**config.mk**
```make
export PLATFORM = sky130hd
export DESIGN_NAME = hsi_front_flat
export DESIGN_NICKNAME = d
export VERILOG_FILES = /design/src/hsi_pkg.sv /design/src/hsi_if.sv /design/src/hsi_front.sv /design/src/flat_wrapper.sv
export SDC_FILE = /design/constraint.sdc
export NUM_CORES = 1
export LEC_CHECK = 0
export BUFFER_PORTS_ARGS = -buffer_cell sky130_fd_sc_hd__buf_2
export CAP_MARGIN = 25
export CORE_ASPECT_RATIO = 0.5
export CORE_UTILIZATION = 40
export CTS_BUF_LIST = sky130_fd_sc_hd__clkbuf_16
export DETAILED_ROUTE_END_ITERATION = 8
export GPL_TIMING_DRIVEN = 0
export PLACE_DENSITY_LB_ADDON = 0.2
export RECOVER_POWER = 50
export SKIP_CTS_REPAIR_TIMING = 1
export SLEW_MARGIN = 10
export SYNTH_ARGS = -nofsm -noshare
export SYNTH_HDL_FRONTEND = slang
export SYNTH_SLANG_ARGS = --single-unit
```
**constraint.sdc**
```tcl
create_clock -name clk -period 9.19 [get_ports clk]
set_clock_uncertainty 0.1 [all_clocks]
set_input_delay 1.838 -clock clk [delete_from_list [all_inputs] [get_ports clk]]
set_output_delay 1.838 -clock clk [all_outputs]
set_load 0.02 [all_outputs]
```
**src/hsi_pkg.sv**
```systemverilog
// Shared types and constants for the linear-probing hash set insert core.
// No dependencies; every other file takes names from here by scope.
package hsi_pkg;

  // Key and result field widths
  localparam int KEY_W  = 64;
  localparam int SLOT_W = 10;

  // Multiplicative hash constant (golden ratio, 64 bits)
  localparam logic [KEY_W-1:0] GOLDEN_MULT = 64'h9E37_79B9_7F4A_7C15;

  // Empty-slot marker; also the one key value that is rejected
  localparam logic [KEY_W-1:0] EMPTY_KEY = '1;

  // Depth of the queue between front and back
  localparam int QDEPTH = 2;
  localparam int QPTR_W = $clog2(QDEPTH);
  localparam int QCNT_W = $clog2(QDEPTH + 1);

  // Result status codes
  typedef enum logic [1:0] {
    ST_PRESENT  = 2'd0,
    ST_INSERTED = 2'd1,
    ST_FULL     = 2'd2
  } status_t;

  // Back-end sequencer states
  typedef enum logic [1:0] {
    BK_CLEAR,
    BK_IDLE,
    BK_PROBE
  } back_state_t;

endpackage

```
**src/hsi_if.sv**
```systemverilog
// Valid/ready channel interfaces for the hash set insert core.
// Depends on hsi_pkg for field widths and the status type.
interface hsi_in_if;
  logic                      valid;
  logic                      ready;
  logic [hsi_pkg::KEY_W-1:0] key;

  modport source (output valid, output key, input ready);
  modport sink   (input valid, input key, output ready);
endinterface


```
**src/hsi_front.sv**
```systemverilog
// Front end: accepts keys, flags the reserved key and computes the home slot.
// Depends on hsi_pkg and hsi_in_if; feeds the queue in hsi_queue.
module hsi_front #(
  parameter int TABLE_BITS = 10
) (
  input  logic                  clk,
  input  logic                  rst_n,
  hsi_in_if.sink                in_ch,
  input  logic                  clearing,
  input  logic                  q_ready,
  output logic                  q_push,
  output logic [TABLE_BITS+hsi_pkg::KEY_W:0] q_data
);

  logic                        s_vld_r, s_vld_nxt;
  logic [hsi_pkg::KEY_W-1:0]   s_key_r;
  logic [TABLE_BITS-1:0]       s_home_r;
  logic                        s_rsv_r;
  logic [2*TABLE_BITS-1:0]     prod;
  logic [TABLE_BITS-1:0]       key_lo;
  logic [TABLE_BITS-1:0]       mult_lo;
  logic                        take;

  // Only the low bits of key and constant reach the low bits of the product
  assign key_lo  = in_ch.key[TABLE_BITS-1:0];
  assign mult_lo = hsi_pkg::GOLDEN_MULT[TABLE_BITS-1:0];
  assign prod    = key_lo * mult_lo;

  // Stage is free when empty or draining into the queue this cycle, and never while clearing
  assign in_ch.ready = !clearing && (!s_vld_r || q_ready);
  assign take        = in_ch.valid && in_ch.ready;

  assign q_push = s_vld_r && q_ready;
  assign q_data = {s_rsv_r, s_home_r, s_key_r};

  always_comb begin
    s_vld_nxt = s_vld_r;
    if (take) begin
      s_vld_nxt = 1'b1;
    end else if (q_push) begin
      s_vld_nxt = 1'b0;
    end
  end

  // Hold stage valid
  always_ff @(posedge clk) begin
    if (!rst_n) begin
      s_vld_r <= 1'b0;
    end else begin
      s_vld_r <= s_vld_nxt;
    end
  end

  // Capture key, hash and reserved flag on each beat
  always_ff @(posedge clk) begin
    if (take) begin
      s_key_r  <= in_ch.key;
      s_home_r <= prod[TABLE_BITS-1:0];
      s_rsv_r  <= (in_ch.key == hsi_pkg::EMPTY_KEY);
    end
  end

endmodule

```
**src/flat_wrapper.sv**
```systemverilog
// flat-port wrapper written by rule: the top's interface ports become plain ports
module hsi_front_flat 
#(
  parameter int TABLE_BITS = 10
)
  (clk, rst_n, clearing, q_ready, q_push, q_data, in_ch_valid, in_ch_key, in_ch_ready);
  hsi_in_if in_ch_i ();
  input  logic clk;
  input  logic rst_n;
  input  logic clearing;
  input  logic q_ready;
  output logic q_push;
  output logic [TABLE_BITS+hsi_pkg::KEY_W:0] q_data;
  input wire logic [$bits(in_ch_i.valid)-1:0] in_ch_valid;
  input wire logic [$bits(in_ch_i.key)-1:0] in_ch_key;
  output wire logic [$bits(in_ch_i.ready)-1:0] in_ch_ready;
  assign in_ch_i.valid = in_ch_valid;
  assign in_ch_i.key = in_ch_key;
  assign in_ch_ready = in_ch_i.ready;
  hsi_front #(.TABLE_BITS(TABLE_BITS)) u_core (.clk(clk), .rst_n(rst_n), .in_ch(in_ch_i), .clearing(clearing), .q_ready(q_ready), .q_push(q_push), .q_data(q_data));
endmodule
```
==> impl_metrics.toml <==
[clocking]
clock_sinks = 74
path_clk_slew_ns = 0.05
cts_buffers = 9
root_buffer = "clkbuf_16"
htreeDepth = 3
cts_tree = "yes"
clockBufferDepth = 2
clk_latency_ns = 0.32

[global_routing]
grt_pass1_wl_mm = 9.54
grt_overflow_total = 0
antenna_found_initial = 0
track_usage = 0.169
grt_max_degree = 45
grt_pass1_vias = 1930

[setup_path]
r2r_slack_ns = 6.35
critPathSlowestCell = "or4_1"
reg2regPathDepth = 4
r2r_start = "u_core.s_vld_r"
max_stage_delay_ns = 0.52
path_max_fanout = 5
critPathLaunchType = "primary input"
cp.required_ns = 9.27
crit_arrival_ns = 4.35
criticalPathCategory = "primary input to flop"
end_kind = "flop"
crit_chain = "clkbuf_1 -> ha_1 -> ha_1 -> inv_1 -> fa_1 -> inv_1 -> ha_1 -> inv_1 -> or4_1 -> nand3_1"
r2r_end = "u_core.s_key_r[32]"

[power]
p_int_mw = 0.712
max-vdd-ir-drop_v = 0.0000856
clockPowerShare = 0.424
powerDensity_nw_per_um2 = 227
pwr-share-comb = 0.142
switching_power_mw = 0.211
p_leak_nw = 1.62
p_total_mw = 0.922
netSwitchingFraction = 0.228
p_seq_frac = 0.434

[synth]
synth.avg_cell_area_um2 = 17.6
synth_edf_count = 73
ys_warn_count = 0
ys_seq_area_frac = 0.756
synth_nets = 255
synth_cells = 166
synth_top_area_frac = 0.749
synthArstFlopShare = 0
yosysMostFrequentCell = "edfxtp_1"
yosys.area.top_type = "edfxtp_1"
synth.ff_latch_count = 74
netlist_area_um2 = 2930
synthTopCellsByCount = "73 x edfxtp_1, 18 x ha_1, 16 x nand4_1, 10 x inv_1, 8 x xnor2_1"
synth_cell_types = 28
ys.flop_type = "edfxtp_1"
synth_area_leaders = "edfxtp_1 75%, ha_1 7.7%, nand4_1 3.4%"

[floorplanning]
die_area_um2 = 7690
row_count = 21
start_util = 0.425
die_h_um = 62.5
io_pins = 146
core_um2 = 6880
die_w_um = 123

[finish]
drive_above_1_share = 0.348
instances_no_fill = 420
fin_util = 0.591
area_delta_synth_final_pct = 38.9
diodes = 0
fin_area_um2 = 4070
final_nets = 412
fill_cells = 588

[drt]
routedWlPerCell_um = 14.8
drt-total-wl_mm = 6.22
vias_per_cell = 4.71
ant_nets = 0
dr_total_vias = 1978
drcViolationCount = 0
first_pass_iters = 4
drtIter0Drc = 101

[run_status]
violations = "capacitance limit, slew limit"
status = "finished with violations"

[timing]
maxSlewHeadroom = -0.387
worst_pin_slew_ns = 2.08
fin_crit_sh = 0.464
period_minus_slack_ns = 4.27
maxSlewViolCount = 31
fmax_ghz = 0.234
final_hold_viol_count = 0
setup_viol_count_final = 0
tns_ns = 0
rsz0062_at_grt = "false"

[placement]
postPlaceCellArea_um2 = 3790
hpwl_mm = 4.86
port_buffers = 145
routabilityCongestion = 0.735
dp.cells = 404

[run]
maxCapViolCount = 1

[min_path]
min_from = "u_core.s_vld_r"
min_path_type = "flop to flop"
whs_endpoint = "u_core.s_vld_r"
whs_path_depth = 2
-- cell usage in the layout, fill, tap and decap left out, drive strengths merged, types with 2 or more instances in the layout --
cell,Yosys,layout
nor3,2,2
clkbuf,0,61
xnor2,8,8
nor2b,2,2
bufinv,0,3
clkinvlp,0,2
a211oi,2,2
buf,3,97
nor4,4,4
and2,2,2
ha,18,18
a21o,2,2
nand3,2,2
a21oi,2,2
nor2,5,5
xor2,3,3
fa,2,2
nand4,16,16
inv,10,12
edfxtp,73,73
-- per-stage QoR --
step / setup WS (ns) / hold WS, ns
floorplan: 4.65 / 0.493
global placement: 4.31 / 0.511
detailed placement: 4.76 / 0.538
CTS: 4.95 / 0.551
global route: 4.78 / 0.576
finish: 4.92 / 0.534
-- sequential cells by signal, indices dropped and copies added (netlist names) --
name	cells
u_core.s_home_r	10
u_core.s_key_r	62
u_core.s_rsv_r	1
u_core.s_vld_r	1
-- worst max-delay path: cells and delay by family --
family        cells  cell delay [ns]
simple gates      2             0.62
fa+ha+maj         4             1.40
buf+inv           4             0.47
-- worst max-delay path by stage --
stage | end | slack, ns | start | cells past startpoint
2_1_floorplan | u_core.s_home_r[0] | 4.65 | q_ready | 3
3_3_place_gp | u_core.s_key_r[20] | 4.31 | q_ready | 4
3_5_place_dp | u_core.s_home_r[8] | 4.76 | in_ch_key[5] | 10
4_1_cts | in_ch_ready | 4.95 | q_ready | 4
5_1_grt | u_core.s_home_r[8] | 4.78 | in_ch_key[5] | 10
6_report | u_core.s_home_r[8] | 4.92 | in_ch_key[5] | 10
-- power groups by stage --
stage | clock, mW | sequential, mW | combinational (mW)
after global placement | 0 | 0.408 | 0.131
after detailed placement | 0 | 0.407 | 0.136
after global routing | 0.415 | 0.402 | 0.145
after floorplan | 0 | 0.431 | 0.0615
final | 0.391 | 0.400 | 0.131
after CTS | 0.400 | 0.400 | 0.137
-- logic make-up (layout without fill, tap and decap cells) --
family	count (synthesis)	in the layout	share of synthesized area
flip-flops	74	74	0.756
buffers and inverters	14	176	0.0218
adder cells (fa/ha/maj)	20	20	0.0906
AND/OR/NAND/NOR	37	37	0.0735
AO/OA/AOI/OAI	10	10	0.0256
XOR/XNOR	11	11	0.0329
-- per-layer routing --
metal / wire length (µm) / vias up / track usage
li1: - / 964 / -
met2: 3300 / 57 / 0.298
met5: 0 / - / 0
met1: 2480 / 949 / 0.193
met3: 370 / 8 / 0.0529
met4: 69 / 0 / 0.0587
-- cell type report --
cell class                 instances  area (µm²)  share of cell area
clock inverter                     7         118              0.0289
tap                               92         115              0.0283
sequential                        74        2210               0.544
multi-input combinational         78         652               0.160
buffer                             3        22.5             0.00554
inverter                          11        41.3              0.0102
timing repair buffer             146         681               0.167
clock buffer                       9         225              0.0554
(Power assumes the default switching activity.)
