## config.mk

```make
export PLATFORM = sky130hd
export DESIGN_NAME = hsi_queue
export DESIGN_NICKNAME = d
export VERILOG_FILES = /design/src/hsi_pkg.sv /design/src/hsi_queue.sv
export SDC_FILE = /design/constraint.sdc
export NUM_CORES = 1
export LEC_CHECK = 0
export BUFFER_PORTS_ARGS = -buffer_cell sky130_fd_sc_hd__buf_4
export CORE_MARGIN = 10
export CORE_UTILIZATION = 56
export CTS_CLUSTER_DIAMETER = 150
export DETAILED_ROUTE_END_ITERATION = 6
export PLACE_DENSITY_LB_ADDON = 0.3
export SETUP_SLACK_MARGIN = 0.02
export SLEW_MARGIN = 25
export SYNTH_ARGS = -nofsm -noshare
export SYNTH_HDL_FRONTEND = slang
export SYNTH_SLANG_ARGS = --single-unit
```

## constraint.sdc

```tcl
create_clock -name clk -period 11.2 [get_ports clk]
set_input_delay 1.68 -clock clk [delete_from_list [all_inputs] [get_ports clk]]
set_output_delay 1.68 -clock clk [all_outputs]
set_load 0.03 [all_outputs]
```

## src/hsi_pkg.sv

```systemverilog
// Shared types and constants for the linear-probing hash set insert core.
// No dependencies; every other file takes names from here by scope.
package hsi_pkg;

  // Key and result field widths
  localparam int KEY_W  = 64;
  localparam int SLOT_W = 10;

  // Multiplicative hash constant (golden ratio, 64 bits)
  localparam logic [KEY_W-1:0] GOLDEN_MULT = 64'h9E37_79B9_7F4A_7C15;

  // Empty-slot marker; also the one key value that is rejected
  localparam logic [KEY_W-1:0] EMPTY_KEY = '1;

  // Depth of the queue between front and back
  localparam int QDEPTH = 2;
  localparam int QPTR_W = $clog2(QDEPTH);
  localparam int QCNT_W = $clog2(QDEPTH + 1);

  // Result status codes
  typedef enum logic [1:0] {
    ST_PRESENT  = 2'd0,
    ST_INSERTED = 2'd1,
    ST_FULL     = 2'd2
  } status_t;

  // Back-end sequencer states
  typedef enum logic [1:0] {
    BK_CLEAR,
    BK_IDLE,
    BK_PROBE
  } back_state_t;

endpackage

```

## src/hsi_queue.sv

```systemverilog
// Short register queue that decouples the front end from the probe engine.
// Depends on hsi_pkg for its depth.
module hsi_queue #(
  parameter int WIDTH = 75
) (
  input  logic             clk,
  input  logic             rst_n,
  input  logic             push,
  input  logic [WIDTH-1:0] push_data,
  output logic             push_ok,
  input  logic             pop,
  output logic             pop_valid,
  output logic [WIDTH-1:0] pop_data
);

  logic [WIDTH-1:0]           entry_r [hsi_pkg::QDEPTH];
  logic [hsi_pkg::QPTR_W-1:0] wr_ptr_r, wr_ptr_nxt;
  logic [hsi_pkg::QPTR_W-1:0] rd_ptr_r, rd_ptr_nxt;
  logic [hsi_pkg::QCNT_W-1:0] cnt_r, cnt_nxt;

  assign push_ok   = (cnt_r != hsi_pkg::QCNT_W'(hsi_pkg::QDEPTH));
  assign pop_valid = (cnt_r != '0);
  assign pop_data  = entry_r[rd_ptr_r];

  // Advance pointers with wrap at the queue depth
  always_comb begin
    wr_ptr_nxt = wr_ptr_r;
    rd_ptr_nxt = rd_ptr_r;
    cnt_nxt    = cnt_r;
    if (push) begin
      wr_ptr_nxt = (wr_ptr_r == hsi_pkg::QPTR_W'(hsi_pkg::QDEPTH - 1)) ? '0 : wr_ptr_r + 1'b1;
    end
    if (pop) begin
      rd_ptr_nxt = (rd_ptr_r == hsi_pkg::QPTR_W'(hsi_pkg::QDEPTH - 1)) ? '0 : rd_ptr_r + 1'b1;
    end
    case ({push, pop})
      2'b10:   cnt_nxt = cnt_r + 1'b1;
      2'b01:   cnt_nxt = cnt_r - 1'b1;
      default: cnt_nxt = cnt_r;
    endcase
  end

  always_ff @(posedge clk) begin
    if (!rst_n) begin
      wr_ptr_r <= '0;
      rd_ptr_r <= '0;
      cnt_r    <= '0;
    end else begin
      wr_ptr_r <= wr_ptr_nxt;
      rd_ptr_r <= rd_ptr_nxt;
      cnt_r    <= cnt_nxt;
    end
  end

  always_ff @(posedge clk) begin
    if (push) begin
      entry_r[wr_ptr_r] <= push_data;
    end
  end

  // Push only with room, pop only with data
  a_no_overflow: assert property (@(posedge clk) disable iff (!rst_n)
    push |-> push_ok) else $error("queue push while full");
  a_no_underflow: assert property (@(posedge clk) disable iff (!rst_n)
    pop |-> pop_valid) else $error("queue pop while empty");

endmodule

```

==> results of run 1 <==
[layer usage]
| metal | track usage | part of all wire | wire (um) | vias to the layer above |
|---|---|---|---|---|
| met3 | 0.0726 | 0.090 | 995 | 13 |
| met2 | 0.244 | 0.50 | 5510 | 123 |
| met5 | 0 | 0 | 0 | - |
| li1 | - | - | - | 1349 |
| met1 | 0.176 | 0.40 | 4440 | 1413 |
| met4 | 0.0633 | 0.012 | 131 | 0 |
[power by group]
group	switching [mW]	total, mW	internal, mW	leakage [nW]
registers	0.0104	0.680	0.670	1.45
clock network	0.209	0.569	0.360	0.280
logic	0.111	0.191	0.0798	1.13
[cell type report]
| class | count | area (um^2) | share of cell area |
|---|---|---|---|
| Clock inverter | 12 | 173 | 0.0227 |
| Sequential cell | 155 | 4610 | 0.607 |
| Timing Repair Buffer | 159 | 1250 | 0.164 |
| Multi-Input combinational cell | 91 | 967 | 0.127 |
| Clock buffer | 20 | 425 | 0.0561 |
| Tap cell | 133 | 166 | 0.0219 |
| Inverter | 1 | 3.75 | 0.000495 |
[critical path: stages (launching register included)]
cell,delay (ns)
dfxtp_4,0.57
buf_16,0.30
mux2_1,0.40
buf_4,0.19
[Yosys cell counts]
master / number
or3_1: 1
nor2_1: 1
or2_1: 1
nand2b_1: 1
ha_1: 1
nor2b_1: 1
and2_1: 4
edfxtp_1: 150
buf_6: 5
o21a_1: 1
o21ai_0: 1
inv_1: 1
mux2_1: 75
a21boi_1: 1
buf_2: 3
xor2_1: 1
dfxtp_1: 5
xnor2_1: 2
[worst paths after layout]
check / start / to / cells after the start
hold / removal: cnt_r[1]$_SDFFE_PN0P_ / cnt_r[1]$_SDFFE_PN0P_ / 2
setup / recovery: register / pop_data[63] / 3
hold reg to reg: cnt_r[1]$_SDFFE_PN0P_ / cnt_r[1]$_SDFFE_PN0P_ / 2
setup reg to reg: wr_ptr_r$_SDFFE_PN0P_ / entry_r[0][55]$_DFFE_PP_ / 2
[cells by family (layout without fill, tap and decap cells)]
family                   count (synthesis)  count (layout)
flip-flops                             155             155
multiplexers                            75              75
AND/OR/NAND/NOR                          9               9
buffers and inverters                    9             192
AO/OA/AOI/OAI                            3               3
XOR/XNOR                                 3               3
adder cells (fa/ha/maj)                  1               1
[stage by stage]
stage	std cells	setup WS [ns]
6_report	571	7.50
5_1_grt	571	7.42
4_1_cts	568	7.29
3_5_place_dp	536	7.53
3_3_place_gp	536	7.57
2_1_floorplan	255	5.77
[registers in the layout (all words and copies together), names as in the netlist, named ones only]
name	flops
cnt_r	2
entry_r	150
rd_ptr_r	1
wr_ptr_r	1
==> metrics.cfg, run 1 <==
[layout]
stdcell_area_um2 = 7590
fillers = 534
antenna_cells = 0
drive_gt1_frac = 0.432
syn2layout_area_growth_pct = 34.7
layout_commonest_cell = buf_4
utilization = 0.776
mostFrequentLayoutCells = buf_4, edfxtp_1, mux2_1, clkbuf_16
fin_nets = 505

[floorplan]
fp.dieH_um = 120
std_cell_rows = 36
start_util = 0.577
dieArea_um2 = 14500
core_area_um2 = 9770
io_pins = 156
die_width_um = 120

[sta]
setup_tns_ns = 0
skew_ns = 0.0119
max_freq_mhz = 270
period_minus_slack_ns = 3.70
rsz0062_at_grt = false
maxSlewViolCount = 0
hold_viol_final = 0
hold_ws_ns = 0.520
setup_viol = 0
max_slew_margin = 0.644
post-route-period-util = 0.331
worst_pin_slew_ns = 0.534

[placement]
gp_congestion = 0.710
dp_hpwl_um = 7320
dpl_cell_area_um2 = 6920
portBuffers = 155

[synthesis]
netlist_instances = 255
yosys.cell_types.count = 18
synthAdderAreaFrac = 0.00222
syn-cell-area_um2 = 5640
synth_warnings = 0
synthSimpleGateAreaFrac = 0.00954
syn_area_per_cell_um2 = 22.1
synth-xor-area-share = 0.00466
ys_seq_elements = 155
yosysTopAreaCellShare = 0.799
synthTopCellsByArea = edfxtp_1, mux2_1, dfxtp_1, buf_6, and2_1
synth_top_family_by_area = multiplexers
synth_sequential_area_ratio = 0.817
synth_compound_area_frac = 0.00355
synth.area.mux_share = 0.150
synth_nets = 335
synth_top_area_cell = edfxtp_1

[critical_path]
r2r_slack_ns = 9.58
required_ns = 9.52
critPathKind = register to primary output
endpoint_kind = primary output
cp_max_fo = 52
startpoint_type = register
arrival_ns = 2.02

[global_route]
grt_pass1_wl_um = 16800
grt_overflow = 0
grt_util_all_layers = 0.154
antenna_found_initial = 0
grt_max_degree = 76
grt_pass1_vias = 3213

[clock_tree]
h-tree-depth = 4
cts_setup_buffers = 0
clk_pin_slew_ns = 0.06
cts_root_buf = clkbuf_8
cts_tree = done
ctsResizeCount = 0
clock_sinks = 155
clk_path_buf_depth = 2
cts_hold_buf = 0
clock_latency_ns = 0.52
cts_buffers = 17

[detailed_routing]
drt-initial-drc-count = 128
vias = 2898
ant_nets = 0
avgRoutedWirePerCell_um = 19.4
wirelength_um = 11100
dr.pass1.iters = 4
avgViaCountPerCell = 5.08
drc = 0

[flow_run]
maxCapViolCount = 0

[power]
cellPowerDensity_nw_per_um2 = 190
ir_drop_v = 0.000120
leakagePower_nw = 2.86
finalPower_mw = 1.44

[outcome]
status = finished clean

[hold_path]
hp-class = register to register

(Power assumes the default switching activity.)
==> inputs of run 2 (changes only) <==
CORE_UTILIZATION = 47   (was 56)
clock period = 3.28 ns   (was 11.2 ns; I/O delays follow)
==> metrics.cfg, run 2 (synthesis gave the netlist of run 1 again) <==
[sta]
skew_ns = 0.00377
max_slew_margin = 0.600
period_minus_slack_ns = 2.54
hold_viol_final = 0
post-route-period-util = 0.773
rsz0062_at_grt = false
setup_viol = 0
fin_ws_ns = 0.744
max_freq_mhz = 394
setup_tns_ns = 0
maxSlewViolCount = 0
worst_pin_slew_ns = 0.600

[floorplan]
die_width_um = 130
io_pins = 156
std_cell_rows = 39
core_area_um2 = 11600
dieArea_um2 = 16800
fp.dieH_um = 130
start_util = 0.487

[outcome]
status = finished clean

[layout]
reg_top3 = entry_r (150), cnt_r (2)
antenna_cells = 0
drive_gt1_frac = 0.426
top_register = entry_r
fin_nets = 504
layout_commonest_cell = buf_4
stdcell_area_um2 = 7510
mostFrequentLayoutCells = buf_4, edfxtp_1, mux2_1, clkbuf_16, clkinv_1
largest_register_ffs = 150
fillers = 821
syn2layout_area_growth_pct = 33.3

[clock_tree]
cts_setup_buffers = 0
cts_buffers = 17
cts_hold_buf = 0
cts_tree = done
clk_path_buf_depth = 2
cts_root_buf = clkbuf_16
clock_latency_ns = 0.41
ctsResizeCount = 0
clock_sinks = 155
h-tree-depth = 4
clk_pin_slew_ns = 0.06

[power]
combPwrFrac = 0.135
p_seq_frac = 0.495
finalPower_mw = 4.71
leakagePower_nw = 2.81
clkPwrFrac = 0.370
swShare = 0.240
intPower_mw = 3.58
ir_drop_v = 0.000428
cellPowerDensity_nw_per_um2 = 627
switching_power_mw = 1.13

[detailed_routing]
drc = 0
avgRoutedWirePerCell_um = 18.8
drt-initial-drc-count = 232
vias = 2860
ant_nets = 0
dr.pass1.iters = 4
wirelength_um = 10900
avgViaCountPerCell = 4.93

[critical_path]
max_stage_delay_ns = 0.74
cp_max_fo = 41
arrival_ns = 2.04
critPathKind = register to primary output
cpMaxStageDelayCell = dfxtp_4
endpoint_kind = primary output
startpoint_type = register
path_cells = buf_12 -> mux2_1 -> buf_4
required_ns = 2.79

[placement]
dpl_cell_area_um2 = 6960
dp_hpwl_um = 7390
gp_congestion = 0.711
dp_slack_ns = 1.13
portBuffers = 155

[global_route]
grt_pass1_wl_um = 16100
grt_util_all_layers = 0.129
grt_max_degree = 76
antenna_found_initial = 0
grt_overflow = 0
grt_pass1_vias = 3101

[hold_path]
hp-class = input port to register

[flow_run]
maxCapViolCount = 0

run 2: stage by stage:
step | instances | hold slack [ns] | utilization
floorplan | 255 | 0.465 | -
global placement | 547 | 0.479 | 0.602
detailed placement | 547 | 0.508 | 0.602
CTS | 579 | 0.242 | 0.648
global route | 580 | 0.242 | 0.650
finish | 580 | 0.261 | 0.650
run 2: routing by layer:
layer / vias up / track usage / wire, um / share of wire
met3: 11 / 0.0612 / 1070 / 0.098
met1: 1385 / 0.140 / 4400 / 0.40
met2: 120 / 0.211 / 5330 / 0.49
met4: 0 / 0.0615 / 125 / 0.011
li1: 1344 / - / - / -
met5: - / 0 / 0 / 0
run 2: final cells by class:
class | count | area [um^2] | area share
sequential | 155 | 4610 | 0.613
inverter | 1 | 3.75 | 0.000500
multi-input combinational | 91 | 967 | 0.129
timing repair buffer | 158 | 1220 | 0.163
tap | 143 | 179 | 0.0238
clock buffer | 17 | 425 | 0.0566
clock inverter | 15 | 108 | 0.0143
run 2: worst paths after layout:
check | to | depth (start not counted) | start | slack, ns
max | pop_data[62] | 3 | register | 0.74
max reg2reg | entry_r[0][18]$_DFFE_PP_ | 2 | wr_ptr_r$_SDFFE_PN0P_ | 1.73
min | entry_r[1][63]$_DFFE_PP_ | 1 | push_data[63] | 0.26
min reg2reg | cnt_r[1]$_SDFFE_PN0P_ | 2 | cnt_r[1]$_SDFFE_PN0P_ | 0.51
run 2: power by group through the flow:
| stage | Combinational, mW | Sequential [mW] | Clock [mW] |
|---|---|---|---|
| 4_1_cts | 0.648 | 2.34 | 1.78 |
| 3_5_place_dp | 0.644 | 2.38 | 0 |
| 2_1_floorplan | 0.388 | 2.35 | 0 |
| 3_3_place_gp | 0.637 | 2.37 | 0 |
| 6_report | 0.638 | 2.33 | 1.74 |
| 5_1_grt | 0.677 | 2.34 | 1.86 |
run 2: worst max-delay path: cells and delay by family (launching register included):
family,cells,cell delay (ns)
buf+inv,2,0.49
flops,1,0.74
mux,1,0.39
==> inputs of run 3 (changes only) <==
CORE_UTILIZATION = 52   (was 47)
clock period = 2.5 ns   (was 3.28 ns; I/O delays follow)
==> metrics.cfg, run 3 (synthesis gave the netlist of run 1 again) <==
[detailed_routing]
drt-initial-drc-count = 166
wirelength_um = 11500
avgRoutedWirePerCell_um = 19.8
ant_nets = 0
vias = 2917
dr.pass1.iters = 4
drc = 0
avgViaCountPerCell = 5.06

[layout]
drive_gt1_frac = 0.440
antenna_cells = 0
fillers = 679
syn2layout_area_growth_pct = 34.3
layout_commonest_cell = buf_4
top_register = entry_r
largest_register_ffs = 150
reg_top3 = entry_r (150), cnt_r (2)
fin_nets = 508
mostFrequentLayoutCells = buf_4, edfxtp_1, mux2_1, clkbuf_16, clkinv_4

[global_route]
grt_pass1_wl_um = 16800
grt_max_degree = 57
antenna_found_initial = 0
grt_overflow = 0
grt_pass1_vias = 3051
grt_util_all_layers = 0.148

[critical_path]
cp_max_fo = 31
cpMaxStageDelayCell = dfxtp_4
required_ns = 2.12
max_stage_delay_ns = 0.59
endpoint_kind = primary output
critPathKind = register to primary output
path_buf_inv = 2
path_cells = buf_12 -> mux2_1 -> buf_4
critical_path.top_delay_family = flip-flops
arrival_ns = 1.95
startpoint_type = register

[power]
ir_drop_v = 0.000490
cellPowerDensity_nw_per_um2 = 834
leakagePower_nw = 2.86
finalPower_mw = 6.31

[sta]
period_minus_slack_ns = 2.32
setup_tns_ns = 0
maxSlewViolCount = 0
hold_viol_final = 0
rsz0062_at_grt = false
worst_pin_slew_ns = 0.532
skew_ns = 0.00797
max_slew_margin = 0.645
max_freq_mhz = 430
setup_viol = 0
post-route-period-util = 0.929

[clock_tree]
clock_latency_ns = 0.51
cts_root_buf = clkbuf_8
cts_tree = done
h-tree-depth = 4
clk_path_buf_depth = 2
cts_hold_buf = 0
clock_sinks = 155
clk_pin_slew_ns = 0.06
cts_buffers = 17
cts_setup_buffers = 0
ctsResizeCount = 0

[flow_run]
maxCapViolCount = 0

[floorplan]
dieArea_um2 = 15400
std_cell_rows = 37
fp.dieH_um = 124
start_util = 0.539
io_pins = 156
core_area_um2 = 10500
die_width_um = 124

[hold_path]
hp-class = input port to register

[placement]
dp_hpwl_um = 7910
gp_congestion = 0.726
portBuffers = 155

[outcome]
status = finished clean

## run 3: cell types whose count changed in the layout (fill, tap and decap cells not counted), sizes merged
cell      previous run  this run
clkinv               8         9
bufinv               1         2
buf                158       162
clkinvlp             5         3
## run 3: layout make-up
class	instances	area, um^2	share of cell area
clock buffer	17	414	0.0547
clock inverter	15	151	0.0200
tap	136	170	0.0225
timing repair buffer	162	1250	0.166
multi-input combinational	91	967	0.128
inverter	1	3.75	0.000496
sequential	155	4610	0.609
## run 3: layer usage
metal | global-route usage | share of wire | vias to the layer above
met5 | 0 | 0 | -
met4 | 0.0540 | 0.0083 | 0
met3 | 0.0747 | 0.12 | 11
met2 | 0.229 | 0.49 | 125
met1 | 0.174 | 0.39 | 1427
li1 | - | - | 1354
## run 3: worst reg2reg max path: cells and delay by family, from the launching register on
family | cells | cell delay (ns)
AND/OR/NAND/NOR | 1 | 0.52
buffers and inverters | 1 | 0.37
flip-flops | 1 | 0.39
## run 3: power by group
part | switching, mW | leakage (nW) | internal [mW]
sequential | 0.0488 | 1.45 | 3.00
combinational | 0.503 | 1.14 | 0.359
clock | 0.985 | 0.267 | 1.42
total | 1.54 | 2.86 | 4.78
## run 3: path summary, 6_finish.rpt
path         cells past startpoint                  start  slack (ns)                        to
min                              1          push_data[72]        0.04  entry_r[0][72]$_DFFE_PP_
max reg2reg                      2  wr_ptr_r$_SDFFE_PN0P_        0.90  entry_r[1][30]$_DFFE_PP_
max                              3               register        0.18              pop_data[21]
min reg2reg                      2  cnt_r[1]$_SDFFE_PN0P_        0.51     cnt_r[1]$_SDFFE_PN0P_
## run 3: stage by stage
stage	cell area [um^2]	setup WS, ns	cells	hold WS [ns]	utilization
after floorplan	5650	0.539	255	0.465	-
after global placement	7000	0.717	545	0.477	0.669
after detailed placement	7000	0.713	545	0.499	0.669
after CTS	7570	0.134	577	0.0112	0.723
after global routing	7570	0.0610	577	0.00327	0.723
final	7570	0.177	577	0.0396	0.723
